--- config.mk ---
export PLATFORM = sky130hd
export DESIGN_NAME = rds_group_ps_decoder_flat
export DESIGN_NICKNAME = d
export VERILOG_FILES = /design/src/rtl/rgpsd_pkg.sv /design/src/rtl/rgpsd_if.sv /design/src/rtl/rgpsd_front.sv /design/src/rtl/rgpsd_cell.sv /design/src/rtl/rds_group_ps_decoder.sv /design/src/flat_wrapper.sv
export SDC_FILE = /design/constraint.sdc
export NUM_CORES = 1
export LEC_CHECK = 0
export BUFFER_PORTS_ARGS = -buffer_cell sky130_fd_sc_hd__buf_2
export CORE_MARGIN = 8
export CORE_UTILIZATION = 41
export CTS_CLUSTER_SIZE = 40
export DETAILED_ROUTE_END_ITERATION = 8
export SYNTH_ARGS = -nofsm -noshare
export SYNTH_HDL_FRONTEND = slang
export SYNTH_SLANG_ARGS = --single-unit
--- constraint.sdc ---
create_clock -name clk -period 9.7 [get_ports clk]
set_input_delay 0.485 -clock clk [delete_from_list [all_inputs] [get_ports clk]]
set_output_delay 0.485 -clock clk [all_outputs]
set_load 0.05 [all_outputs]
--- src/rtl/rgpsd_pkg.sv ---
// Shared constants and types for the RDS group / program service decoder.
`default_nettype none

package rgpsd_pkg;

  // Field widths
  localparam int BlockW  = 16;
  localparam int ErrW    = 3;
  localparam int GroupW  = 4 * BlockW;
  localparam int TotalW  = 32;
  localparam int PtyW    = 5;
  localparam int AgreeW  = 8;
  localparam int FlagW   = 3;

  // Name store
  localparam int NameChars = 8;
  localparam int CharW     = 8;
  localparam int PosW      = $clog2(NameChars);
  localparam int SegW      = PosW - 1;
  localparam int CountW    = 4;
  localparam int NameW     = NameChars * CharW;

  // Configuration
  localparam int CfgIdxW  = 2;
  localparam int CfgDataW = 8;
  localparam int PsLimW   = 4;
  localparam logic [CfgIdxW-1:0] RegPsLimit  = 2'd0;
  localparam logic [CfgIdxW-1:0] RegPiLimit  = 2'd1;
  localparam logic [CfgIdxW-1:0] RegPtyLimit = 2'd2;
  localparam logic [PsLimW-1:0]  PsLimitReset  = 4'd2;
  localparam logic [AgreeW-1:0]  PiLimitReset  = 8'd4;
  localparam logic [AgreeW-1:0]  PtyLimitReset = 8'd4;

  // Block B layout
  localparam int GtypeHi = 15;
  localparam int GtypeLo = 11;
  localparam int TpBit   = 10;
  localparam int PtyHi   = 9;
  localparam int PtyLo   = 5;
  localparam int TaBit   = 4;
  localparam int MsBit   = 3;

  localparam logic [AgreeW-1:0] AgreeMax = 8'hFF;
  localparam logic [CountW-1:0] CountMax = 4'hF;
  localparam logic [ErrW-1:0]   BlocksPerGroup = 3'd4;

  // One character update broadcast along the cell row
  typedef struct packed {
    logic             valid;
    logic [PosW-1:0]  pos;
    logic [CharW-1:0] ch;
  } char_op_t;

  // Neighbor-to-neighbor chain: swap request OR chain, fullness AND chain
  typedef struct packed {
    logic shift;
    logic full;
  } cell_link_t;

endpackage

`default_nettype wire

--- src/rtl/rgpsd_if.sv ---
// Valid/ready channel interfaces for RDS groups in and decoded results out.
`default_nettype none

interface rgpsd_in_if import rgpsd_pkg::*; ();
  logic              valid;
  logic              ready;
  logic [BlockW-1:0] block_a;
  logic [BlockW-1:0] block_b;
  logic [BlockW-1:0] block_c;
  logic [BlockW-1:0] block_d;
  logic [ErrW-1:0]   error_count;

  modport source (output valid, block_a, block_b, block_c, block_d, error_count,
                  input ready);
  modport sink   (input valid, block_a, block_b, block_c, block_d, error_count,
                  output ready);
endinterface

interface rgpsd_out_if import rgpsd_pkg::*; ();
  logic              valid;
  logic              ready;
  logic [BlockW-1:0] program_id;
  logic [PtyW-1:0]   program_type;
  logic [NameW-1:0]  service_name;
  logic              traffic_program;
  logic              traffic_announce;
  logic              music_speech;
  logic [TotalW-1:0] blocks_valid;
  logic              group_taken;

  modport source (output valid, program_id, program_type, service_name, traffic_program,
                  traffic_announce, music_speech, blocks_valid, group_taken,
                  input ready);
  modport sink   (input valid, program_id, program_type, service_name, traffic_program,
                  traffic_announce, music_speech, blocks_valid, group_taken,
                  output ready);
endinterface

`default_nettype wire

--- src/rtl/rgpsd_front.sv ---
// Group filter, valid-block total, PI/PTY agreement voting and flag latch.
`default_nettype none

module rgpsd_front import rgpsd_pkg::*; (
  input  wire logic              clk,
  input  wire logic              rst,
  input  wire logic              accept,
  input  wire logic [BlockW-1:0] block_a,
  input  wire logic [BlockW-1:0] block_b,
  input  wire logic [BlockW-1:0] block_c,
  input  wire logic [BlockW-1:0] block_d,
  input  wire logic [ErrW-1:0]   error_count,
  input  wire logic [AgreeW-1:0] pi_limit,
  input  wire logic [AgreeW-1:0] pty_limit,
  output logic                   taken,
  output logic                   name_group,
  output logic [BlockW-1:0]      program_id,
  output logic [PtyW-1:0]        program_type,
  output logic [FlagW-1:0]       flags,
  output logic [TotalW-1:0]      blocks_valid
);

  logic [GroupW-1:0] last_group;
  logic [TotalW-1:0] total;
  logic [BlockW-1:0] pi_cand, pi_shown;
  logic [AgreeW-1:0] pi_agree;
  logic [PtyW-1:0]   pty_cand, pty_shown;
  logic [AgreeW-1:0] pty_agree;
  logic [FlagW-1:0]  flag_bits;

  logic [GroupW-1:0] grp;
  logic              grp_new;
  logic [GtypeHi-GtypeLo:0] gtype;
  logic [PtyW-1:0]   pty_in;
  logic [ErrW-1:0]   add;
  logic [BlockW-1:0] pi_c1, pi_s1, pi_cand_next, pi_shown_next;
  logic [AgreeW-1:0] pi_g1, pi_agree_next;
  logic [AgreeW-1:0] pty_agree_next;
  logic [PtyW-1:0]   pty_shown_next;
  logic [TotalW-1:0] total_next;

  // Agreement count after one vote: restart on a new value, saturate at max.
  function automatic logic [AgreeW-1:0] bump(input logic same, input logic [AgreeW-1:0] agree);
    logic [AgreeW-1:0] r;
    if (!same) r = 8'd1;
    else if (agree == AgreeMax) r = agree;
    else r = agree + 8'd1;
    return r;
  endfunction

  always_comb begin
    grp     = {block_a, block_b, block_c, block_d};
    grp_new = (grp != last_group);
    gtype   = block_b[GtypeHi:GtypeLo];
    pty_in  = block_b[PtyHi:PtyLo];
    taken      = accept && grp_new && (error_count == '0);
    name_group = taken && (gtype[GtypeHi-GtypeLo:1] == '0);

    add        = (error_count < BlocksPerGroup) ? (BlocksPerGroup - error_count) : '0;
    total_next = total + {{(TotalW-ErrW){1'b0}}, add};

    // PI from block A, then block C for B versions
    pi_c1 = block_a;
    pi_g1 = bump(pi_cand == block_a, pi_agree);
    pi_s1 = (pi_g1 > pi_limit) ? block_a : pi_shown;
    if (gtype[0]) begin
      pi_cand_next  = block_c;
      pi_agree_next = bump(pi_c1 == block_c, pi_g1);
      pi_shown_next = (pi_agree_next > pi_limit) ? block_c : pi_s1;
    end else begin
      pi_cand_next  = pi_c1;
      pi_agree_next = pi_g1;
      pi_shown_next = pi_s1;
    end

    pty_agree_next = bump(pty_cand == pty_in, pty_agree);
    pty_shown_next = (pty_agree_next > pty_limit) ? pty_in : pty_shown;
  end

  always_ff @(posedge clk) begin
    if (rst) begin
      last_group <= '0;
      total      <= '0;
      pi_cand    <= '0;
      pi_agree   <= '0;
      pi_shown   <= '0;
      pty_cand   <= '0;
      pty_agree  <= '0;
      pty_shown  <= '0;
      flag_bits  <= '0;
    end else begin
      if (accept && grp_new) begin
        last_group <= grp;
        total      <= total_next;
      end
      if (taken) begin
        pi_cand   <= pi_cand_next;
        pi_agree  <= pi_agree_next;
        pi_shown  <= pi_shown_next;
        pty_cand  <= pty_in;
        pty_agree <= pty_agree_next;
        pty_shown <= pty_shown_next;
      end
      if (name_group) begin
        flag_bits <= {block_b[TpBit], block_b[TaBit], block_b[MsBit]};
      end
    end
  end

  assign program_id   = pi_shown;
  assign program_type = pty_shown;
  assign flags        = flag_bits;
  assign blocks_valid = total;

endmodule

`default_nettype wire

--- src/rtl/rgpsd_cell.sv ---
// One character position of the name voting store: two candidates and a count.
`default_nettype none

module rgpsd_cell import rgpsd_pkg::*; (
  input  wire logic              clk,
  input  wire logic              rst,
  input  wire logic [PosW-1:0]   cell_pos,
  input  wire char_op_t          op,
  input  wire logic [PsLimW-1:0] lim,
  input  wire cell_link_t        link_in,
  output cell_link_t             link_out,
  input  wire logic              shift_all,
  input  wire logic              full_all,
  output logic [CharW-1:0]       shown,
  output logic [CharW-1:0]       shown_next
);

  logic [CharW-1:0]  likely, alternate;
  logic [CountW-1:0] count;

  logic              sel, own_shift;
  logic [CharW-1:0]  likely_mid, alt_mid;
  logic [CountW-1:0] count_mid, count_fin, swap_count;

  always_comb begin
    sel        = op.valid && (op.pos == cell_pos);
    swap_count = (lim == CountMax) ? CountMax : lim + 4'd1;
    likely_mid = likely;
    alt_mid    = alternate;
    count_mid  = count;
    own_shift  = 1'b0;
    if (sel) begin
      if (likely == op.ch) begin
        if (count < lim) begin
          count_mid = count + 4'd1;
        end else begin
          count_mid = lim;
          alt_mid   = op.ch;
        end
      end else if (alternate == op.ch) begin
        // alternate overtakes: swap candidates
        own_shift  = (count >= lim);
        count_mid  = swap_count;
        alt_mid    = likely;
        likely_mid = op.ch;
      end else if (count == '0) begin
        likely_mid = op.ch;
        count_mid  = 4'd1;
      end else begin
        alt_mid = op.ch;
      end
    end
    count_fin = (shift_all && (count_mid > 4'd1)) ? count_mid - 4'd1 : count_mid;

    link_out.shift = link_in.shift | own_shift;
    link_out.full  = link_in.full & (count_fin >= lim);
    shown_next     = full_all ? likely_mid : shown;
  end

  always_ff @(posedge clk) begin
    if (rst) begin
      likely    <= '0;
      alternate <= '0;
      count     <= '0;
      shown     <= '0;
    end else begin
      likely    <= likely_mid;
      alternate <= alt_mid;
      count     <= count_fin;
      shown     <= shown_next;
    end
  end

endmodule

`default_nettype wire

--- src/rtl/rds_group_ps_decoder.sv ---
// Top level: RDS group decoder for program id, type, flags and service name.
// A transferred group sets pend, then the second character step loads the
//   output register; no new group is taken meanwhile. The name cell row
//   applies the two characters of a group one after the other, one per cycle.
// A full output register stalls the second character step and thus the input.
// Synchronous active-high rst clears control and voting state; limits go to 2/4/4.
`default_nettype none

module rds_group_ps_decoder import rgpsd_pkg::*; (
  input  wire logic                clk,
  input  wire logic                rst,
  rgpsd_in_if.sink                 groups,
  rgpsd_out_if.source              results,
  input  wire logic                cfg_wr_en,
  input  wire logic [CfgIdxW-1:0]  cfg_index,
  input  wire logic [CfgDataW-1:0] cfg_data
);

  // Configuration registers
  logic [PsLimW-1:0] ps_limit;
  logic [AgreeW-1:0] pi_limit, pty_limit;

  always_ff @(posedge clk) begin
    if (rst) begin
      ps_limit  <= PsLimitReset;
      pi_limit  <= PiLimitReset;
      pty_limit <= PtyLimitReset;
    end else if (cfg_wr_en) begin
      case (cfg_index)
        RegPsLimit:  ps_limit  <= cfg_data[PsLimW-1:0];
        RegPiLimit:  pi_limit  <= cfg_data;
        RegPtyLimit: pty_limit <= cfg_data;
        default: ;
      endcase
    end
  end

  // Handshake. pend marks the second character step of the last transfer.
  logic pend, pend_name, pend_taken;
  logic [SegW-1:0]  pend_seg;
  logic [CharW-1:0] pend_ch;
  logic accept, can_load, finish;
  logic out_valid;

  assign groups.ready = !pend;
  assign accept       = groups.valid && !pend;
  assign can_load     = !out_valid || results.ready;
  assign finish       = pend && can_load;

  // Group-level work: filter, totals, PI/PTY votes, flags
  logic              taken, name_group;
  logic [BlockW-1:0] program_id;
  logic [PtyW-1:0]   program_type;
  logic [FlagW-1:0]  flags;
  logic [TotalW-1:0] blocks_valid;

  rgpsd_front u_front (
    .clk          (clk),
    .rst          (rst),
    .accept       (accept),
    .block_a      (groups.block_a),
    .block_b      (groups.block_b),
    .block_c      (groups.block_c),
    .block_d      (groups.block_d),
    .error_count  (groups.error_count),
    .pi_limit     (pi_limit),
    .pty_limit    (pty_limit),
    .taken        (taken),
    .name_group   (name_group),
    .program_id   (program_id),
    .program_type (program_type),
    .flags        (flags),
    .blocks_valid (blocks_valid)
  );

  // Character op: high byte on the transfer cycle, low byte in the pend step.
  char_op_t cell_op;

  always_comb begin
    if (pend) begin
      cell_op.valid = pend_name && can_load;
      cell_op.pos   = {pend_seg, 1'b1};
      cell_op.ch    = pend_ch;
    end else begin
      cell_op.valid = name_group;
      cell_op.pos   = {groups.block_b[SegW-1:0], 1'b0};
      cell_op.ch    = groups.block_d[BlockW-1:CharW];
    end
  end

  always_ff @(posedge clk) begin
    if (rst) begin
      pend <= 1'b0;
    end else if (accept) begin
      pend <= 1'b1;
    end else if (finish) begin
      pend <= 1'b0;
    end
  end

  always_ff @(posedge clk) begin
    if (accept) begin
      pend_name  <= name_group;
      pend_taken <= taken;
      pend_seg   <= groups.block_b[SegW-1:0];
      pend_ch    <= groups.block_d[CharW-1:0];
    end
  end

  // Name cell row. Swap requests ripple as an OR chain and counts-at-limit as
  // an AND chain; the chain ends are broadcast back to every cell.
  cell_link_t       link [NameChars+1];
  logic             shift_all, full_all;
  logic [CharW-1:0] shown_arr [NameChars];
  logic [CharW-1:0] shown_next_arr [NameChars];
  logic [NameW-1:0] name_now, name_next;

  assign link[0].shift = 1'b0;
  assign link[0].full  = 1'b1;
  assign shift_all     = cell_op.valid && link[NameChars].shift;
  assign full_all      = cell_op.valid && link[NameChars].full;

  for (genvar i = 0; i < NameChars; i++) begin : g_cell
    rgpsd_cell u_cell (
      .clk        (clk),
      .rst        (rst),
      .cell_pos   (PosW'(i)),
      .op         (cell_op),
      .lim        (ps_limit),
      .link_in    (link[i]),
      .link_out   (link[i+1]),
      .shift_all  (shift_all),
      .full_all   (full_all),
      .shown      (shown_arr[i]),
      .shown_next (shown_next_arr[i])
    );
  end

  // character 0 in the top byte
  always_comb begin
    for (int i = 0; i < NameChars; i++) begin
      name_now[(NameChars-1-i)*CharW +: CharW]  = shown_arr[i];
      name_next[(NameChars-1-i)*CharW +: CharW] = shown_next_arr[i];
    end
  end

  // Output register, loaded when the second character step completes
  logic [BlockW-1:0] res_pi;
  logic [PtyW-1:0]   res_pty;
  logic [NameW-1:0]  res_name;
  logic [FlagW-1:0]  res_flags;
  logic [TotalW-1:0] res_total;
  logic              res_taken;

  always_ff @(posedge clk) begin
    if (rst) begin
      out_valid <= 1'b0;
    end else if (finish) begin
      out_valid <= 1'b1;
    end else if (results.ready) begin
      out_valid <= 1'b0;
    end
  end

  always_ff @(posedge clk) begin
    if (finish) begin
      res_pi    <= program_id;
      res_pty   <= program_type;
      res_name  <= name_next;
      res_flags <= flags;
      res_total <= blocks_valid;
      res_taken <= pend_taken;
    end
  end

  assign results.valid            = out_valid;
  assign results.program_id       = res_pi;
  assign results.program_type     = res_pty;
  assign results.service_name     = res_name;
  assign results.traffic_program  = res_flags[2];
  assign results.traffic_announce = res_flags[1];
  assign results.music_speech     = res_flags[0];
  assign results.blocks_valid     = res_total;
  assign results.group_taken      = res_taken;

  // Checks
  a_accept_pends: assert property (@(posedge clk) disable iff (rst)
    accept |=> pend)
    else $error("transfer did not start the second character step");

  a_finish_loads: assert property (@(posedge clk) disable iff (rst)
    finish |=> (out_valid && !pend))
    else $error("second character step did not load the output register");

  a_name_quiet: assert property (@(posedge clk) disable iff (rst)
    !cell_op.valid |=> $stable(name_now))
    else $error("published name changed without a character update");

endmodule

`default_nettype wire

--- src/flat_wrapper.sv ---
// flat-port wrapper written by rule: the top's interface ports become plain ports
module rds_group_ps_decoder_flat import rgpsd_pkg::*;
  (clk, rst, cfg_wr_en, cfg_index, cfg_data, groups_valid, groups_block_a, groups_block_b, groups_block_c, groups_block_d, groups_error_count, groups_ready, results_valid, results_program_id, results_program_type, results_service_name, results_traffic_program, results_traffic_announce, results_music_speech, results_blocks_valid, results_group_taken, results_ready);
  rgpsd_in_if groups_i ();
  rgpsd_out_if results_i ();
  input  wire logic clk;
  input  wire logic rst;
  input  wire logic cfg_wr_en;
  input  wire logic [CfgIdxW-1:0] cfg_index;
  input  wire logic [CfgDataW-1:0] cfg_data;
  input wire logic [$bits(groups_i.valid)-1:0] groups_valid;
  input wire logic [$bits(groups_i.block_a)-1:0] groups_block_a;
  input wire logic [$bits(groups_i.block_b)-1:0] groups_block_b;
  input wire logic [$bits(groups_i.block_c)-1:0] groups_block_c;
  input wire logic [$bits(groups_i.block_d)-1:0] groups_block_d;
  input wire logic [$bits(groups_i.error_count)-1:0] groups_error_count;
  output wire logic [$bits(groups_i.ready)-1:0] groups_ready;
  output wire logic [$bits(results_i.valid)-1:0] results_valid;
  output wire logic [$bits(results_i.program_id)-1:0] results_program_id;
  output wire logic [$bits(results_i.program_type)-1:0] results_program_type;
  output wire logic [$bits(results_i.service_name)-1:0] results_service_name;
  output wire logic [$bits(results_i.traffic_program)-1:0] results_traffic_program;
  output wire logic [$bits(results_i.traffic_announce)-1:0] results_traffic_announce;
  output wire logic [$bits(results_i.music_speech)-1:0] results_music_speech;
  output wire logic [$bits(results_i.blocks_valid)-1:0] results_blocks_valid;
  output wire logic [$bits(results_i.group_taken)-1:0] results_group_taken;
  input wire logic [$bits(results_i.ready)-1:0] results_ready;
  assign groups_i.valid = groups_valid;
  assign groups_i.block_a = groups_block_a;
  assign groups_i.block_b = groups_block_b;
  assign groups_i.block_c = groups_block_c;
  assign groups_i.block_d = groups_block_d;
  assign groups_i.error_count = groups_error_count;
  assign groups_ready = groups_i.ready;
  assign results_valid = results_i.valid;
  assign results_program_id = results_i.program_id;
  assign results_program_type = results_i.program_type;
  assign results_service_name = results_i.service_name;
  assign results_traffic_program = results_i.traffic_program;
  assign results_traffic_announce = results_i.traffic_announce;
  assign results_music_speech = results_i.music_speech;
  assign results_blocks_valid = results_i.blocks_valid;
  assign results_group_taken = results_i.group_taken;
  assign results_i.ready = results_ready;
  rds_group_ps_decoder u_core (.clk(clk), .rst(rst), .groups(groups_i), .results(results_i), .cfg_wr_en(cfg_wr_en), .cfg_index(cfg_index), .cfg_data(cfg_data));
endmodule
==> metrics.md <==
| Metric | Value |
|---|---|
| Initial antenna violation count | `10` |
| Hold Fails Final Rpt | `0` |
| Initial Utilization | `41.2%` |
| Die H | `278 µm` |
| R2R depth | `24` |
| Leak | `around 12 nW` |
| Worst relative slew slack | `29.3%` |
| Number of global-route vias before repair | `21.3k` |
| Syn Area/Cell | `9.21 µm²` |
| Most used DFF post-synth | `dfxtp_1` |
| RSZ-0062 raised after global routing | `no` |
| DP Worst Slack | `1.95 ns` |
| Core box area | `0.0683 mm²` |
| Die area | `roughly 0.077 mm²` |
| Fin cells | `4,112` |
| HP Class | `in -> reg` |
| Synthesized cell area | `0.0282 mm²` |
| Post-route cell area | `0.0317 mm²` |
| Status | `finished, final reports clean` |
| Max Clock Skew | `0.0312 ns` |
| First-pass GRT wire length | `119,000 µm` |
| Placed Area | `0.0298 mm²` |
| Drt drc | `0` |
| Min Tclk post-route | `between 7 and 8 ns` |
| Post-synth top cells | `dfxtp_1 (403), nor2_1 (400), a21oi_1 (229), nand2_1 (228), xnor2_1 (226)` |
| Post-synth top area share | `28.7%` |
| Layout Utilization | `around 46%` |
| Critical R2R Capture | `u_core.g_cell[2].u_cell.shown[6]` |
| Seq cells post-synth | `536` |
| Number of max-cap violations | `0` |
| Setup bufs post-CTS | `0` |
| Most numerous cell in the Yosys netlist | `dfxtp_1` |
| Final Cycle Share | `about four fifths` |
| CTS tree | `built` |
| Max Clock Freq | `~130 MHz` |
| Worst vdd ir | `roughly 0.13 mV` |
| Final setup viols | `0` |
| H-tree Lvls | `2` |
| Worst Tran Pin Value | `1.05 ns` |
| TritonCTS Buffers | `58` |
| Post-route setup slack | `1.90 ns` |
| Top post-synthesis cells by area | `dfxtp_1 (29%), edfxtp_1 (14%), xnor2_1 (7.0%)` |
| Dpl cells | `3,997` |
| Clk slew on worst S/H paths | `0.06 ns` |
| Leading area contributor after synthesis | `dfxtp_1` |
| DR vias/cell | `5.29` |
| Pins Over Slew Limit | `0` |
| DP HPWL | `between 50,000 and 60,000 µm` |
| Share of layout cells above drive strength 1 | `13.2%` |
| # fillers | `between 6k and 7k` |
| WP data required | `about 10 ns` |
| First-pass DRT Iterations | `5` |
| Crit path kind | `reg -> reg` |
| Multi-input logic area | `between 0.015 and 0.02 mm²` |
| Overflow after GRT | `0` |
| Total Nets Final | `3,388` |
| Syn. warnings | `0` |
| Reg-to-Reg Start | `u_core.pend` |
| Hold slack | `0.0723 ns` |
| Setup crit start | `u_core.pend` |
| Routed Antenna Nets | `0` |
| Longest Clk Path Bufs | `3` |
| GR Util All Layers | `18.7%` |
| Setup TNS | `0 ns` |
| Sequential share of the synthesized area | `between 40 and 50%` |
| Pwr Density | `162 mW/mm²` |
| Critical path launch point type | `register` |
| Largest net degree at the start of global routing | `142` |
| Post-Route WL | `approximately 75,000 µm` |
| Syn_nets | `3,271` |
| IO Pins | `205` |
| DR vias | `21.8k` |
| Worst EP arrival | `8.27 ns` |
| CP Capture Type | `register` |
| Site row count | `96` |
| Root Buffer | `clkbuf_16` |
| Worst-path maximum fanout | `48` |
| Clk_lat worst skew | `~0.64 ns` |
| CTS-repair resized insts | `0` |
| Gpl congestion | `approximately 0.86` |
| Register area | `~0.012 mm²` |
| Die Width | `~280 µm` |
| Clock Sinks | `roughly 540` |
| EDFF count, synth | `133` |
| Hold_buf cts | `0` |
| Initial DRC count | `1,341` |
| Total power | `between 5 and 6 mW` |
| Cells after Synth | `3,058` |
| Input/output buffers | `approximately 200` |
| Crit path to | `u_core.g_cell[2].u_cell.shown[6]` |
| Area grow syn2layout | `12.5%` |
| Post-synth cell types | `84` |
| Async set-or-reset flop fraction in the synthesized netlist | `0%` |
| Flop2flop setup slack | `1.90 ns` |
| WL/cell | `~18 µm` |
[metal layers]
layer | routed length, µm | track usage [%] | up-vias
met5 | 50 | 0 | -
met4 | 1730 | 4.80 | 8
met3 | 3750 | 3.73 | 116
met2 | 36000 | 32.2 | 449
met1 | 33700 | 23.9 | 10300
li1 | - | - | 10900
[worst max-delay path, cell delays in order (launching register included)]
cell and delay (ns):
dfxtp_2 0.95, mux2i_4 0.71, buf_4 0.37, buf_4 0.21, xnor2_1 0.07, nor4_1 0.54, nand2_1 0.34, nand3_2 0.29
nor3_1 0.10, a211oi_1 0.55, inv_1 0.14, ha_1 0.22, or2_2 0.33, a311oi_2 0.37, xnor2_1 0.20, ha_1 0.26
nand2b_1 0.14, a21o_1 0.17, a21o_1 0.17, a21oi_1 0.22, nor4_1 0.08, o211ai_1 0.16, buf_4 0.49, mux2_2 0.40
nor2b_1 0.13
[cell usage in the layout (no fill, tap or decap), types with 15 or more instances in the layout]
cell type  count
clkbuf_16     58
nor4_1        36
a211oi_1      50
buf_2        203
a21oi_1      229
nand2b_1      29
mux2i_1      157
a21o_1        37
nand2_1      227
nand4_1       44
o21ai_0      108
buf_4         32
mux2_2        34
nor2_1       398
nor3_1        32
inv_1         79
xnor2_1      226
nor2b_1      105
o22ai_1       15
xor2_1        67
clkinv_2      17
edfxtp_1     133
ha_1         130
nand3_1      130
o22a_1        17
dfxtp_1      402
[sequential cells by signal, indices dropped and copies added (netlist names), 5 cells and up]
signal,flops
u_core.g_cell.u_cell.alternate,64
u_core.g_cell.u_cell.likely,64
u_core.g_cell.u_cell.shown,64
u_core.results.service_name,64
u_core.u_front.last_group,64
u_core.g_cell.u_cell.count,32
u_core.results.blocks_valid,32
u_core.u_front.blocks_valid,32
u_core.results.program_id,16
u_core.u_front.pi_cand,16
u_core.u_front.program_id,16
u_core.pend_ch,8
u_core.pi_limit,8
u_core.pty_limit,8
u_core.u_front.pi_agree,8
u_core.u_front.pty_agree,8
u_core.results.program_type,5
u_core.u_front.program_type,5
u_core.u_front.pty_cand,5
[final cells by class]
cell class	instances	area share [%]
clock buffers	73	4.86
diodes	6	0.0474
well taps	882	3.49
inverters	81	0.960
clock inverters	36	1.11
multi-input cells	2262	47.4
repair buffers	236	4.02
flip-flops and latches	536	38.1
[worst min-delay path by stage]
stage	startpoint	end	slack (ns)	depth (start not counted)
floorplan	u_core.pend_taken	u_core.results.group_taken	0.40	0
global placement	u_core.pend_taken	u_core.results.group_taken	0.41	0
global route	groups_block_d[4]	u_core.pend_ch[4]	0.04	1
finish	groups_block_d[4]	u_core.pend_ch[4]	0.07	1
CTS	groups_block_d[4]	u_core.pend_ch[4]	0.03	1
detailed placement	u_core.pend_taken	u_core.results.group_taken	0.41	0
[power by group]
part           switching (mW)  internal (mW)
combinational           0.371          0.170
sequential             0.0362           2.35
clock                   0.955           1.26
[cell families (layout without fill, tap and decap cells)]
family                   after synthesis  count (layout)  synth area share, %
AND/OR/NAND/NOR                     1093            1093                 18.6
flip-flops                           536             536                 42.8
XOR/XNOR                             293             293                 9.12
other                                  0               6                    0
buffers and inverters                260             426                 3.97
adder cells (fa/ha/maj)              131             131                 5.85
AO/OA/AOI/OAI                        544             544                 12.0
multiplexers                         201             201                 7.61
No activity file was read; power rests on OpenSTA's default activity.
